[src/sv/rrr_pkg.sv]
// ----------------------------------------------------------------------------
// rrr_pkg
// Shared widths and word types for the ray reflect/refract block.
// ----------------------------------------------------------------------------
package rrr_pkg;

  localparam int CW   = 16;          // component width
  localparam int FB   = CW - 2;      // fraction bits
  localparam int SW   = CW + 5;      // scalar (2d or cos) width
  localparam int RW   = CW + 3;      // square root remainder width
  localparam int PIPE = CW + 9;      // stages ahead of the output register

  typedef struct packed {
    logic                 op;
    logic signed [CW-1:0] in_x;
    logic signed [CW-1:0] in_y;
    logic signed [CW-1:0] in_z;
    logic signed [CW-1:0] norm_x;
    logic signed [CW-1:0] norm_y;
    logic signed [CW-1:0] norm_z;
    logic        [CW-1:0] eta_ratio;
  } rrr_in_t;

  typedef struct packed {
    logic signed [CW-1:0] out_x;
    logic signed [CW-1:0] out_y;
    logic signed [CW-1:0] out_z;
    logic                 saturated;
  } rrr_out_t;

  typedef struct packed {
    logic signed [CW-1:0] refl;
    logic                 refl_clip;
    logic signed [CW-1:0] refr;
    logic                 refr_clip;
  } rrr_lane_res_t;

endpackage

[src/sv/rrr_isqrt.sv]
// ----------------------------------------------------------------------------
// rrr_isqrt
// Pipelined integer square root, rounded down, one root bit per stage.
// ----------------------------------------------------------------------------
module rrr_isqrt (
  input  logic                        clk,
  input  logic                        adv,
  input  logic [2*rrr_pkg::CW-1:0]    rad_i,
  output logic [rrr_pkg::CW-1:0]      root_o
);
  import rrr_pkg::*;

  logic [2*CW-1:0] rad_r  [1:CW];
  logic [RW-1:0]   rem_r  [1:CW];
  logic [CW-1:0]   root_r [1:CW];

  for (genvar g = 0; g < CW; g++) begin : g_stage
    logic [2*CW-1:0] rad_src;
    logic [RW-1:0]   rem_src;
    logic [CW-1:0]   root_src;
    logic [RW-1:0]   remsh;
    logic [RW-1:0]   trial;
    logic            take;

    if (g == 0) begin : g_first
      assign rad_src  = rad_i;
      assign rem_src  = '0;
      assign root_src = '0;
    end else begin : g_next
      assign rad_src  = rad_r[g];
      assign rem_src  = rem_r[g];
      assign root_src = root_r[g];
    end

    assign remsh = {rem_src[RW-3:0], rad_src[2*CW-1 -: 2]};
    assign trial = RW'({root_src, 2'b01});
    assign take  = (remsh >= trial);

    always_ff @(posedge clk) begin
      if (adv) begin
        rad_r[g+1]  <= rad_src << 2;
        rem_r[g+1]  <= take ? (remsh - trial) : remsh;
        root_r[g+1] <= {root_src[CW-2:0], take};
      end
    end
  end

  assign root_o = root_r[CW];

endmodule

[config.mk]
export PLATFORM = sky130hd
export DESIGN_NAME = rrr_isqrt
export DESIGN_NICKNAME = d
export VERILOG_FILES = /design/src/sv/rrr_pkg.sv /design/src/sv/rrr_isqrt.sv
export SDC_FILE = /design/constraint.sdc
export NUM_CORES = 1
export LEC_CHECK = 0
export ABC_AREA = 0
export BUFFER_PORTS_ARGS = -buffer_cell sky130_fd_sc_hd__buf_4
export CAP_MARGIN = 20
export CELL_PAD_IN_SITES_DETAIL_PLACEMENT = 1
export CELL_PAD_IN_SITES_GLOBAL_PLACEMENT = 1
export CORE_MARGIN = 8
export CORE_UTILIZATION = 30
export CTS_BUF_LIST = sky130_fd_sc_hd__clkbuf_8
export CTS_CLUSTER_SIZE = 16
export DETAILED_ROUTE_END_ITERATION = 10
export PLACE_DENSITY_LB_ADDON = 0.1
export RECOVER_POWER = 25
export SKIP_CTS_REPAIR_TIMING = 1
export SYNTH_ARGS = -nofsm -noshare
export SYNTH_HDL_FRONTEND = slang
export SYNTH_SLANG_ARGS = --single-unit
[constraint.sdc]
create_clock -name clk -period 2.65 [get_ports clk]
set_input_delay 0.3975 -clock clk [delete_from_list [all_inputs] [get_ports clk]]
set_output_delay 0.3975 -clock clk [all_outputs]
set_load 0.005 [all_outputs]
Word-level counts from Yosys, hierarchy flattened
Memories as Yosys holds them, arrays and structs flattened.
Cells that the tools add are included.
{"block": "totals", "ff_bits": 0, "latchBits": 0, "mem_bits_rw": 1040, "mem_bits_ro": 0, "in_bits": 34, "out_inout_bits": 16, "elab_cells": 53, "n_memories": 3}
{"block": "classes", "add_sub_neg": 16, "mul": 0, "div": 0, "order_cmp": 16, "eq_ne": 0, "n_shift": 0, "muxes": 18, "bitwise_logic": 0, "reduce_logical": 0}
{"memory": "rad_r", "words": 16, "word_bits": 30, "rd": 15, "rd_clocked_by_memory_dff": 0, "write_ports": 16, "line": "rrr_isqrt.sv:13", "text": "logic [2*CW-1:0] rad_r [1:CW];"}
{"memory": "rem_r", "words": 16, "word_bits": 19, "rd": 15, "rd_clocked_by_memory_dff": 0, "write_ports": 16, "line": "rrr_isqrt.sv:14", "text": "logic [RW-1:0] rem_r [1:CW];"}
{"memory": "root_r", "words": 16, "word_bits": 16, "rd": 16, "rd_clocked_by_memory_dff": 0, "write_ports": 16, "line": "rrr_isqrt.sv:15", "text": "logic [CW-1:0] root_r [1:CW];"}
{"cell": "2-to-1 mux 19 bit", "n": 16}
{"cell": "greater-or-equal comparator 19 x 18 -> 1 bit", "n": 15}
{"cell": "subtractor 19 x 18 -> 19 bit", "n": 15}
{"cell": "subtractor 2 x 1 -> 3 bit, second input constant", "n": 1}
{"cell": "greater-or-equal comparator 2 x 1 -> 1 bit, second input constant", "n": 1}
{"cell": "2-to-1 mux 1 bit", "n": 2}

Longest topological paths before layout
An unclocked memory read counts as a cell.
{"block": "depth", "ltp_word": 3, "mapped_depth": 11, "mapped_depth_nobuf": 9}

Worst setup path after synthesis
OpenSTA, ideal clock, no wires.
{"block": "synth_path", "path_kind": "register to register", "from": "register rem_r[0][217] (netlist name)", "to": "register rem_r[0][231] (netlist name)", "setup_ns": 0.262, "arrival_ns": 2.291, "t_required_ns": 2.388, "slack_ns": 0.097, "stages_incl_launch_ff": 9, "n_path_buf": 2, "synth_period_minus_slack_ns": 2.553, "cell_sequence": "edfxtp_1 > ha_1 > clkbuf_1 > a21o_1 > a21o_1 > a221o_1 > nor3_2 > buf_2 > o21ai_0"}

==> flow_metrics.env <==
export IMPL_row_count=113
export IMPL_clkLatencyLatePin_ns=0.73
export IMPL_initialDrtViolationCount=851
export IMPL_ys_seq_elements=613
export IMPL_finalCriticalPeriod_ns=2.61
export IMPL_seq_area_frac_synth=0.643
export IMPL_critical_path_top_delay_family="simple AND/OR/NAND/NOR gates"
export IMPL_vias=17837
export IMPL_vdd_drop_max_uv=420
export IMPL_first_pass_iters=5
export IMPL_antenna_found_initial=1
export IMPL_wire_per_inst_um=16.9
export IMPL_final_cell_mix="edfxtp_1 (613), inv_1 (219), nor2_1 (165)"
export IMPL_nFillCells=10035
export IMPL_fp_coreArea_mm2=0.0949
export IMPL_cp_slowest_stage_delay_ns=0.43
export IMPL_outcome="finished, violations left"
export IMPL_synthCells=2180
export IMPL_grt_pass1_wl_um=103000
export IMPL_worstSetupStartpointType="flop"
export IMPL_finalMaxSlewViolations=28
export IMPL_arrival_ns=3.09
export IMPL_finalWirelength_um=64800
export IMPL_cts_tree="yes"
export IMPL_tns_ns=0
export IMPL_synth_edf_count=613
export IMPL_synth_area_leader_cell="edfxtp_1"
export IMPL_cp_num_buf_inv=3
export IMPL_rsz0062_at_grt="yes"
export IMPL_grt_pass1_vias=18864
export IMPL_cts_max_path_buffers=3
export IMPL_route_detailed_drc=0
export IMPL_gp_congestion=0.782
export IMPL_h_tree_depth=3
export IMPL_grt_overflow_total=0
export IMPL_ios=50
export IMPL_violations="capacitance limit, slew limit"
export IMPL_worstSetupEndpointType="flop"
export IMPL_fin_hold_ws_ns=0.395
export IMPL_die_area_mm2=0.106
export IMPL_cts_made_buffers=109
export IMPL_worstPathCellList="inv_1 > ha_1 > nand4_1 > nor4_4 > nor3_2 > nand2_2 > a211oi_4 > clkinv_4 > buf_4 > mux2_2"
export IMPL_layout_commonest_cell="edfxtp_1"
export IMPL_crit_slowest_cell="edfxtp_1"
export IMPL_yosysUniqueCellTypes=72
export IMPL_die_h_um=325
export IMPL_finalCritPeriodShare=0.986
export IMPL_clkTransAtPathRegs_ns=0.06
export IMPL_skew_ns=0.0357
export IMPL_drive_gt1_frac=0.173
export IMPL_max_cap_violations=1
export IMPL_power_leakage_uw=0.0132
export IMPL_ys_flop_type="edfxtp_1"
export IMPL_utilization=0.362
export IMPL_fmaxAchievable_ghz=0.383
export IMPL_finalSetupViolations=0
export IMPL_relSlewSlack=-0.533
export IMPL_synth_area_mm2=0.0286
export IMPL_worstPathRequired_ns=3.13
export IMPL_ant_nets=0
export IMPL_synth_nets=2366
export IMPL_grt_total_usage=0.120
export IMPL_power_density_mw_per_mm2=741
export IMPL_clock_sinks=613
export IMPL_via_per_inst=4.65
export IMPL_hold_path_class="in2reg"
export IMPL_hpwlAfterDp_um=47300
export IMPL_synth_area_leaders="edfxtp_1 (64%), ha_1 (6.6%), xnor2_1 (3.1%)"
export IMPL_async_flop_share=0
export IMPL_start_util=0.302
export IMPL_cp_max_fo=6
export IMPL_hold_violations=0
export IMPL_port_buffers=49
export IMPL_finalNetCount=2667
export IMPL_yosysWarningCount=0
export IMPL_cts_root_buffer="clkbuf_8"
export IMPL_path_class="reg2reg"
export IMPL_die_x_um=325
export IMPL_grt_max_degree=78
export IMPL_yosysTopAreaCellShare=0.643
export IMPL_worst_pin_slew_ns=2.30
export IMPL_syn2layout_area_growth_pct=20.0
export IMPL_synth_avg_cell_area_um2=13.1
## Yosys cell counts (all sizes together) (6+ instances only)
cell type,count
a31o,6
nor2,166
and3,6
nand2,80
o41ai,6
nand3b,10
o22ai,9
o21ai,89
a21o,30
o31ai,10
nand2b,27
nor3,54
o31a,8
xnor2,100
a21oi,143
a211oi,23
o21a,31
a31oi,13
nor2b,24
a211o,6
clkbuf,27
ha,152
mux2i,7
or4,14
o21bai,12
xor2,57
mux2,41
nor4,19
nand4,32
or2,9
o211ai,11
edfxtp,613
nand3,47
nand4b,7
or3,29
buf,7
and2,12
inv,193
## state kept, by name, summed over array words and instances, names as in the netlist
name,cells
rad_r,240
rem_r,237
root_r,136
## metrics by stage
step / setup WS [ns] / area (um^2) / total power (uW) / instances
after floorplan: 0.0975 / 28600 / 15400 / 2180
after global placement: -0.306 / 31600 / 17200 / 3589
after detailed placement: -0.332 / 31600 / 17300 / 3589
after CTS: -0.347 / 33600 / 25800 / 3786
after global routing: -0.0313 / 34400 / 27000 / 3833
final: 0.0381 / 34400 / 25500 / 3833
## final timing paths
kind         slack, ns       endpoint  cells past startpoint           start
max reg2reg       0.04  rem_r[0][256]                     10  root_r[0][201]
min               0.39   rad_r[0][57]                      2       rad_i[27]
max               0.04  rem_r[0][256]                     10  root_r[0][201]
min reg2reg       0.41  rad_r[0][164]                      0   rad_r[0][132]
## layout make-up
cell class                      count  area [um^2]  area share
Inverter                          193          729      0.0212
Clock inverter                     88          528      0.0154
Sequential cell                   613        18400       0.536
Clock buffer                      109         1500      0.0437
Multi-Input combinational cell   1340         9660       0.281
Tap cell                         1265         1580      0.0461
Antenna cell                        1         2.50   0.0000728
Timing Repair Buffer              224         1940      0.0566
## cells by family after synthesis
family | after synthesis | share of synthesized area
flops | 613 | 0.643
simple gates | 547 | 0.0967
compound gates | 435 | 0.0969
buf+inv | 227 | 0.0303
xor+xnor | 157 | 0.0480
fa+ha+maj | 152 | 0.0664
mux | 48 | 0.0187
other cells | 1 | 0.000131
## power breakdown
part	internal, uW	switching (uW)	leakage, uW
combinational	2120	2480	0.00622
sequential	12000	637	0.00587
clock	4260	3980	0.00115
total	18400	7100	0.0132
## per-layer routing
metal	up-vias	share of wire	GRT usage
li1	8760	-	-
met1	8739	0.48	0.161
met2	237	0.45	0.191
met3	101	0.038	0.0231
met4	0	0.024	0.0430
met5	-	0	0
Note: power is estimated with default switching activity, not from simulation.
