==> config.mk <==
export PLATFORM = sky130hd
export DESIGN_NAME = rrr_lane
export DESIGN_NICKNAME = d
export VERILOG_FILES = /design/src/sv/rrr_pkg.sv /design/src/sv/rrr_lane.sv
export SDC_FILE = /design/constraint.sdc
export NUM_CORES = 2
export LEC_CHECK = 0
export BUFFER_PORTS_ARGS = -buffer_cell sky130_fd_sc_hd__buf_2
export CORE_MARGIN = 2
export CORE_UTILIZATION = 50
export DETAILED_ROUTE_END_ITERATION = 6
export HOLD_SLACK_MARGIN = 0.05
export PLACE_DENSITY = 0.76
export SETUP_SLACK_MARGIN = 0.2
export SLEW_MARGIN = 25
export SYNTH_ARGS = -nofsm -noshare
export SYNTH_HDL_FRONTEND = slang
export SYNTH_SLANG_ARGS = --single-unit
==> constraint.sdc <==
create_clock -name clk -period 14.95 [get_ports clk]
set_input_delay 2.99 -clock clk [delete_from_list [all_inputs] [get_ports clk]]
set_output_delay 2.99 -clock clk [all_outputs]
set_load 0.01 [all_outputs]
==> src/sv/rrr_pkg.sv <==
// ----------------------------------------------------------------------------
// rrr_pkg
// Shared widths and word types for the ray reflect/refract block.
// ----------------------------------------------------------------------------
package rrr_pkg;

  localparam int CW   = 16;          // component width
  localparam int FB   = CW - 2;      // fraction bits
  localparam int SW   = CW + 5;      // scalar (2d or cos) width
  localparam int RW   = CW + 3;      // square root remainder width
  localparam int PIPE = CW + 9;      // stages ahead of the output register

  typedef struct packed {
    logic                 op;
    logic signed [CW-1:0] in_x;
    logic signed [CW-1:0] in_y;
    logic signed [CW-1:0] in_z;
    logic signed [CW-1:0] norm_x;
    logic signed [CW-1:0] norm_y;
    logic signed [CW-1:0] norm_z;
    logic        [CW-1:0] eta_ratio;
  } rrr_in_t;

  typedef struct packed {
    logic signed [CW-1:0] out_x;
    logic signed [CW-1:0] out_y;
    logic signed [CW-1:0] out_z;
    logic                 saturated;
  } rrr_out_t;

  typedef struct packed {
    logic signed [CW-1:0] refl;
    logic                 refl_clip;
    logic signed [CW-1:0] refr;
    logic                 refr_clip;
  } rrr_lane_res_t;

endpackage

==> src/sv/rrr_lane.sv <==
// ----------------------------------------------------------------------------
// rrr_lane
// Per-component datapath: products, reflect result, perp, final refract sum.
// ----------------------------------------------------------------------------
module rrr_lane (
  input  logic                              clk,
  input  logic                              adv,
  input  logic signed [rrr_pkg::CW-1:0]     v_i,
  input  logic signed [rrr_pkg::CW-1:0]     n_i,
  input  logic        [rrr_pkg::CW-1:0]     eta_i,
  input  logic signed [rrr_pkg::SW-1:0]     sc_i,
  input  logic        [rrr_pkg::CW-1:0]     root_i,
  output logic signed [2*rrr_pkg::CW-1:0]   prod_o,
  output logic signed [2*rrr_pkg::CW-1:0]   sq_o,
  output rrr_pkg::rrr_lane_res_t            res_o
);
  import rrr_pkg::*;

  localparam int TW  = CW + 6;
  localparam int MW  = TW + CW + 1;
  localparam int XW  = MW + 1;
  localparam int QW  = SW + CW;
  localparam int DLY = CW + 2;

  typedef struct packed {
    logic [CW:0]          perp;   // clip flag over value
    logic [CW:0]          refl;
    logic signed [CW-1:0] n;
  } lane_carry_t;

  function automatic logic [CW:0] sat(input logic signed [XW-1:0] x);
    logic signed [XW-1:0] hi;
    logic signed [XW-1:0] lo;
    hi = {{(XW-CW+1){1'b0}}, {(CW-1){1'b1}}};
    lo = ~hi;
    if (x > hi)      sat = {1'b1, hi[CW-1:0]};
    else if (x < lo) sat = {1'b1, lo[CW-1:0]};
    else             sat = {1'b0, x[CW-1:0]};
  endfunction

  logic signed [CW-1:0]   v1_r, v2_r, v3_r;
  logic signed [CW-1:0]   n1_r, n2_r, n3_r, n4_r, n5_r, n6_r;
  logic        [CW-1:0]   eta1_r, eta2_r, eta3_r, eta4_r;
  logic signed [2*CW-1:0] p1_r;
  logic signed [QW-1:0]   q3_nxt, q3_r;
  logic signed [TW-1:0]   qsh, t4_nxt, r4w, t4_r;
  logic [CW:0]            refl4_r, refl5_r, refl6_r;
  logic signed [MW-1:0]   m5_nxt, m5_r;
  logic [CW:0]            perp6_r;
  logic signed [CW-1:0]   perp6v;
  logic signed [2*CW-1:0] sq7_nxt, sq7_r;
  lane_carry_t            dly_r [0:DLY-1];
  logic signed [2*CW:0]   qf_nxt, qf_r;
  lane_carry_t            cf_r;
  logic signed [2*CW+1:0] negq;
  logic signed [XW-1:0]   fsum;
  logic [CW:0]            refr;

  assign q3_nxt = sc_i * n2_r;
  assign qsh    = TW'(q3_r >>> FB);
  assign t4_nxt = TW'(v3_r) + qsh;
  assign r4w    = TW'(v3_r) - qsh;
  assign m5_nxt = t4_r * $signed({1'b0, eta4_r});
  assign perp6v = perp6_r[CW-1:0];
  assign sq7_nxt = perp6v * perp6v;
  assign qf_nxt = $signed({1'b0, root_i}) * dly_r[DLY-1].n;

  always_ff @(posedge clk) begin
    if (adv) begin
      v1_r    <= v_i;
      n1_r    <= n_i;
      eta1_r  <= eta_i;
      p1_r    <= v_i * n_i;
      v2_r    <= v1_r;
      n2_r    <= n1_r;
      eta2_r  <= eta1_r;
      q3_r    <= q3_nxt;
      v3_r    <= v2_r;
      n3_r    <= n2_r;
      eta3_r  <= eta2_r;
      t4_r    <= t4_nxt;
      refl4_r <= sat(XW'(r4w));
      n4_r    <= n3_r;
      eta4_r  <= eta3_r;
      m5_r    <= m5_nxt;
      refl5_r <= refl4_r;
      n5_r    <= n4_r;
      perp6_r <= sat(XW'(m5_r >>> FB));
      refl6_r <= refl5_r;
      n6_r    <= n5_r;
      sq7_r   <= sq7_nxt;
      dly_r[0] <= '{perp: perp6_r, refl: refl6_r, n: n6_r};
      for (int j = 1; j < DLY; j++) begin
        dly_r[j] <= dly_r[j-1];
      end
      qf_r <= qf_nxt;
      cf_r <= dly_r[DLY-1];
    end
  end

  // floor(-s*n) then add to perp
  assign negq = -((2*CW+2)'(qf_r));
  assign fsum = XW'($signed(cf_r.perp[CW-1:0])) + XW'(negq >>> FB);
  assign refr = sat(fsum);

  assign prod_o          = p1_r;
  assign sq_o            = sq7_r;
  assign res_o.refl      = cf_r.refl[CW-1:0];
  assign res_o.refl_clip = cf_r.refl[CW];
  assign res_o.refr      = refr[CW-1:0];
  assign res_o.refr_clip = refr[CW] | cf_r.perp[CW];

endmodule

==> Word-level counts from Yosys, hierarchy flattened <==
Memories as Yosys holds them, arrays and structs flattened.
Cells that the tools add are included.
{ "totals": {"n_memories": 1, "mem_bits_rw": 900, "register_bits": 504, "out_inout_bits": 98, "input_bits": 87, "wordCells": 48} }
{ "op_classes": {"mul": 5, "bitwise_logic": 1, "n_lt_le_gt_ge": 6, "n_mux": 6, "add_sub_neg": 4} }
{ "memory_table": {"columns": ["name", "words", "word_bits", "read_ports", "rd_clocked_by_memory_dff", "write_ports", "line", "source"], "rows": [
  ["dly_r", 18, 50, 18, 0, 18, "rrr_lane.sv:52", "lane_carry_t dly_r [0:DLY-1];"]
]} }
{ "ops": {"columns": ["operator", "n"], "rows": [
  ["$mux W17", 4],
  ["$mul A16 B16 Y32", 2],
  ["$mul A22 B17 Y39", 1],
  ["$mul A21 B16 Y36", 1],
  ["$neg A33 Y34", 1],
  ["$mul A17 B16 Y33", 1],
  ["$gt A25 B16 Y1 const B", 1],
  ["$lt A25 B16 Y1 const B", 1],
  ["$add A16 B22 Y22", 1],
  ["$gt A22 B16 Y1 const B", 1],
  ["$lt A22 B16 Y1 const B", 1],
  ["$sub A16 B22 Y22", 1],
  ["$add A16 B20 Y21", 1],
  ["$gt A21 B16 Y1 const B", 1],
  ["$lt A21 B16 Y1 const B", 1],
  ["$mux W1", 2],
  ["$or A1 B1 Y1", 1]
]} }

==> Logic depth before layout (Yosys ltp) <==
{ "depth": {"word_depth": 6, "mapped_depth": 27} }

==> Worst setup path after synthesis <==
No wires, ideal clock.
{ "synth_timing": {"kind": "input-to-reg", "from": "in root_i[11] in the netlist's numbering", "to": "reg qf_r[25], data pin", "arrival_time_ps": 8707, "setup_time_ps": 258, "path_stages": 21, "setup_slack_ps": 5985, "path_buffers": 1, "required_time_ps": 14692, "cell_sequence": "clkbuf_1 -> nand2_1 -> fa_1 -> fa_1 -> fa_1 -> inv_1 -> fa_1 -> fa_1 -> inv_1 -> fa_1 -> inv_1 -> ha_1 -> a211o_1 -> a21oi_1 -> inv_1 -> o311ai_0 -> o22ai_1 -> or4_1 -> a311o_1 -> a21oi_1 -> xnor2_1"} }
{ "synth_via": {"elab_chain_cells": 1} }
{ "synth_lines": {"columns": ["item", "line", "source"], "rows": [
  ["start: declaration", "rrr_lane.sv:12", "input logic [rrr_pkg::CW-1:0] root_i,"],
  ["$mul A17 B16 Y33", "rrr_lane.sv:66", "assign qf_nxt = $signed({1'b0, root_i}) * dly_r[DLY-1].n;"],
  ["named net qf_nxt[25]", "rrr_lane.sv:53", "logic signed [2*CW:0] qf_nxt, qf_r;"],
  ["end signal: assignment", "rrr_lane.sv:96", "qf_r <= qf_nxt;"],
  ["end: declaration", "rrr_lane.sv:53", null]
]} }
The timed path passes the listed nets, and every way through them passes these cells.
A chain may end at the register's enable or synchronous reset.

==> Final worst setup path <==
{ "layout_timing": {"from": "in root_i[7] in the netlist's numbering", "to": "reg qf_r[31], data pin"} }
Same word-level chain as after synthesis.

==> metrics.txt <==
root buf cell clkbuf_16; DR pass1 iterations 5; commonest cells after routing, fill and taps aside inv_1 (1,660), edfxtp_1 (1,374), fa_1 (1,365), nand2_1 (749), and2_1 (568); CTS tree yes; Clk Latency, worst-skew pair 0.79 ns; Post-DRT Antenna Nets 0; hold depth 0; Overflow after GRT 0; async set or reset register ratio after synthesis 0; core area 192,000 um2; CP arrival 9.77 ns; Worst Path Max Fanout 16; Critical Path RT 15.49 ns; Worst Setup End Kind flip-flop; Worst Skew 0.0422 ns; maxcap violations 0; Reg-to-Reg End m5_r[38]; Rows 161; Final Hold Fails 0; hold path startpoint dly_r[14][4]; Post-synth EDFFs 1,374; Setup CP Type input port to flip-flop; number of global-route vias before repair 59,157; Mapped Area 96,300 um2; hold_buf cts 0; fin. max-slew vios 0; most used cell, CP fa_1; clock sinks 1,374; DRT Wirelength 183,000 um; vias per cell 5.15; Cell variety after synth 73; GRT Total Usage 0.195; Die ar. 196,000 um2; final setup TNS 0 ns; post-CTS repair timing setup buffer count 0; FF-to-FF Start eta4_r[2]; Max Clock Freq 108 MHz; diodes inserted 0; outcome complete, no violations; R2R cell count 22; Reg2Reg Setup Slack 6.89 ns; Largest stage delay, worst path 0.78 ns; slowest CP cell o311ai_0; Worst-Margin Slew 1.14 ns; Starting Density 0.502; commonest non-fill, non-tap cell in the layout inv_1; worst-path cell chain buf_2, and2_1, fa_1, inv_1, fa_1, fa_1, inv_1, fa_1, fa_1, inv_1, fa_1, inv_1, ha_1, a211o_1, a21oi_1, inv_1, o311ai_0, o22ai_1, or4_1, a311o_1, a21oi_1, xnor2_1; CP delay by family, top adder cells; hold endpoint dly_r[15][4]; Synth Register Bits 1,374; number of CTS-inserted buffers 143; Slew headroom 0.238; Area growth syn-to-layout 8.55%; Hold WC Path Type flip-flop to flip-flop; first-pass GRT wire length 305,000 um; die height 443 um; final-report setup violation count 0; post-DP HPWL 133,000 um; Bufs and invs on worst path 6; Detailed Route Iter0 Violations 3,509; Nets 9,727; crit share post-route 0.618; drt wl/cell 17.6 um; synth warn 0; post-CTS sizing 0; clk slew on worst S/H paths 0.06 ns; H-tree Lvls 4; syn nets 9,607; CP Launch Type input port; clock tree buffer depth 3; IO buf count 183; RSZ-0062 raised after global routing no; die span in x 443 um; layout cells sized above 1 0.0595; sequential area share after synthesis 0.428; Post-Syn Instances 7,616; ys flop type edfxtp_1; Syn Area/Cell 12.6 um2; num ports 185; Vias 53,481; GP Congestion 0.891; Fill cells 15,483; largest net degree at the start of global routing 213; initial antenna violation count 1; fin crit period 9.23 ns; Post-route DRC 0
[synthesized netlist by cell type, drive strengths merged (10+ instances only)]
cell type,n,area share
a211oi,17,0.0013
a21o,79,0.0062
a21oi,151,0.0078
a31oi,10,0.00065
and2,568,0.037
and3,17,0.0011
buf,29,0.0020
clkbuf,208,0.0081
edfxtp,1374,0.43
fa,1365,0.28
ha,539,0.070
inv,1660,0.065
nand2,749,0.029
nand2b,42,0.0028
nand3,20,0.0010
nand4,15,0.0010
nor2,166,0.0065
nor2b,21,0.0014
nor3,38,0.0021
nor4,11,0.0014
o21a,33,0.0026
o21ai,88,0.0046
o21bai,33,0.0026
o31ai,10,0.00078
or2,15,0.00097
or3,10,0.00065
xnor2,174,0.016
xor2,66,0.0060
[routing by layer]
layer,GRT usage,share of wire
met5,0,0.000071
met4,0.0757,0.037
met2,0.337,0.51
met3,0.0300,0.056
met1,0.247,0.39
[logic make-up (layout without fill, tap and decap cells)]
kind of cell | after synthesis | count (layout) | synth area share
flip-flops | 1374 | 1374 | 0.428
multiplexers | 3 | 3 | 0.000325
buffers and inverters | 1898 | 2132 | 0.0748
adder cells (fa/ha/maj) | 1904 | 1904 | 0.354
AO/OA/AOI/OAI | 496 | 496 | 0.0332
XOR/XNOR | 240 | 240 | 0.0218
AND/OR/NAND/NOR | 1700 | 1700 | 0.0875
other | 1 | 1 | 0.0000389
[area by class of cell]
cell class	instances	area [um2]	share of cell area
Clock buffer	172	3690	0.0353
Sequential cell	1374	41300	0.395
Inverter	1661	6230	0.0596
Multi-Input combinational cell	4344	47800	0.458
Clock inverter	87	1070	0.0102
Tap cell	2526	3160	0.0302
Timing Repair Buffer	212	1280	0.0122
[stage by stage]
step	cells	utilization	setup slack [ns]	hold slack (ns)	area [um2]
detailed placement	10114	0.519	4.96	0.405	99700
floorplan	7616	-	5.98	0.400	96300
CTS	10373	0.544	5.63	0.372	104000
global placement	10112	0.519	4.96	0.400	99700
finish	10376	0.544	5.72	0.380	105000
global route	10376	0.544	5.10	0.382	105000
[registers in the layout, summed over array words and instances, names as in the netlist, 17 cells and up]
name     cells
cf_r        17
dly_r      899
m5_r        25
perp6_r     17
prod_o      32
q3_r        22
qf_r        33
refl4_r     17
refl5_r     17
refl6_r     17
res_o       17
sq_o        31
t4_r        22
[worst max path at each step]
stage | to | slack (ns) | cells after the start | start
2_1_floorplan | qf_r[25] | 5.98 | 21 | root_i[11]
3_3_place_gp | qf_r[31] | 4.96 | 22 | root_i[8]
3_5_place_dp | qf_r[25] | 4.96 | 21 | root_i[9]
4_1_cts | res_o[14] | 5.63 | 19 | qf_r[13]
5_1_grt | res_o[5] | 5.10 | 19 | qf_r[13]
6_report | qf_r[31] | 5.72 | 22 | root_i[7]
Power is not shown: default switching activity piles up to over one toggle a cycle in this logic, so the estimate is an artifact.
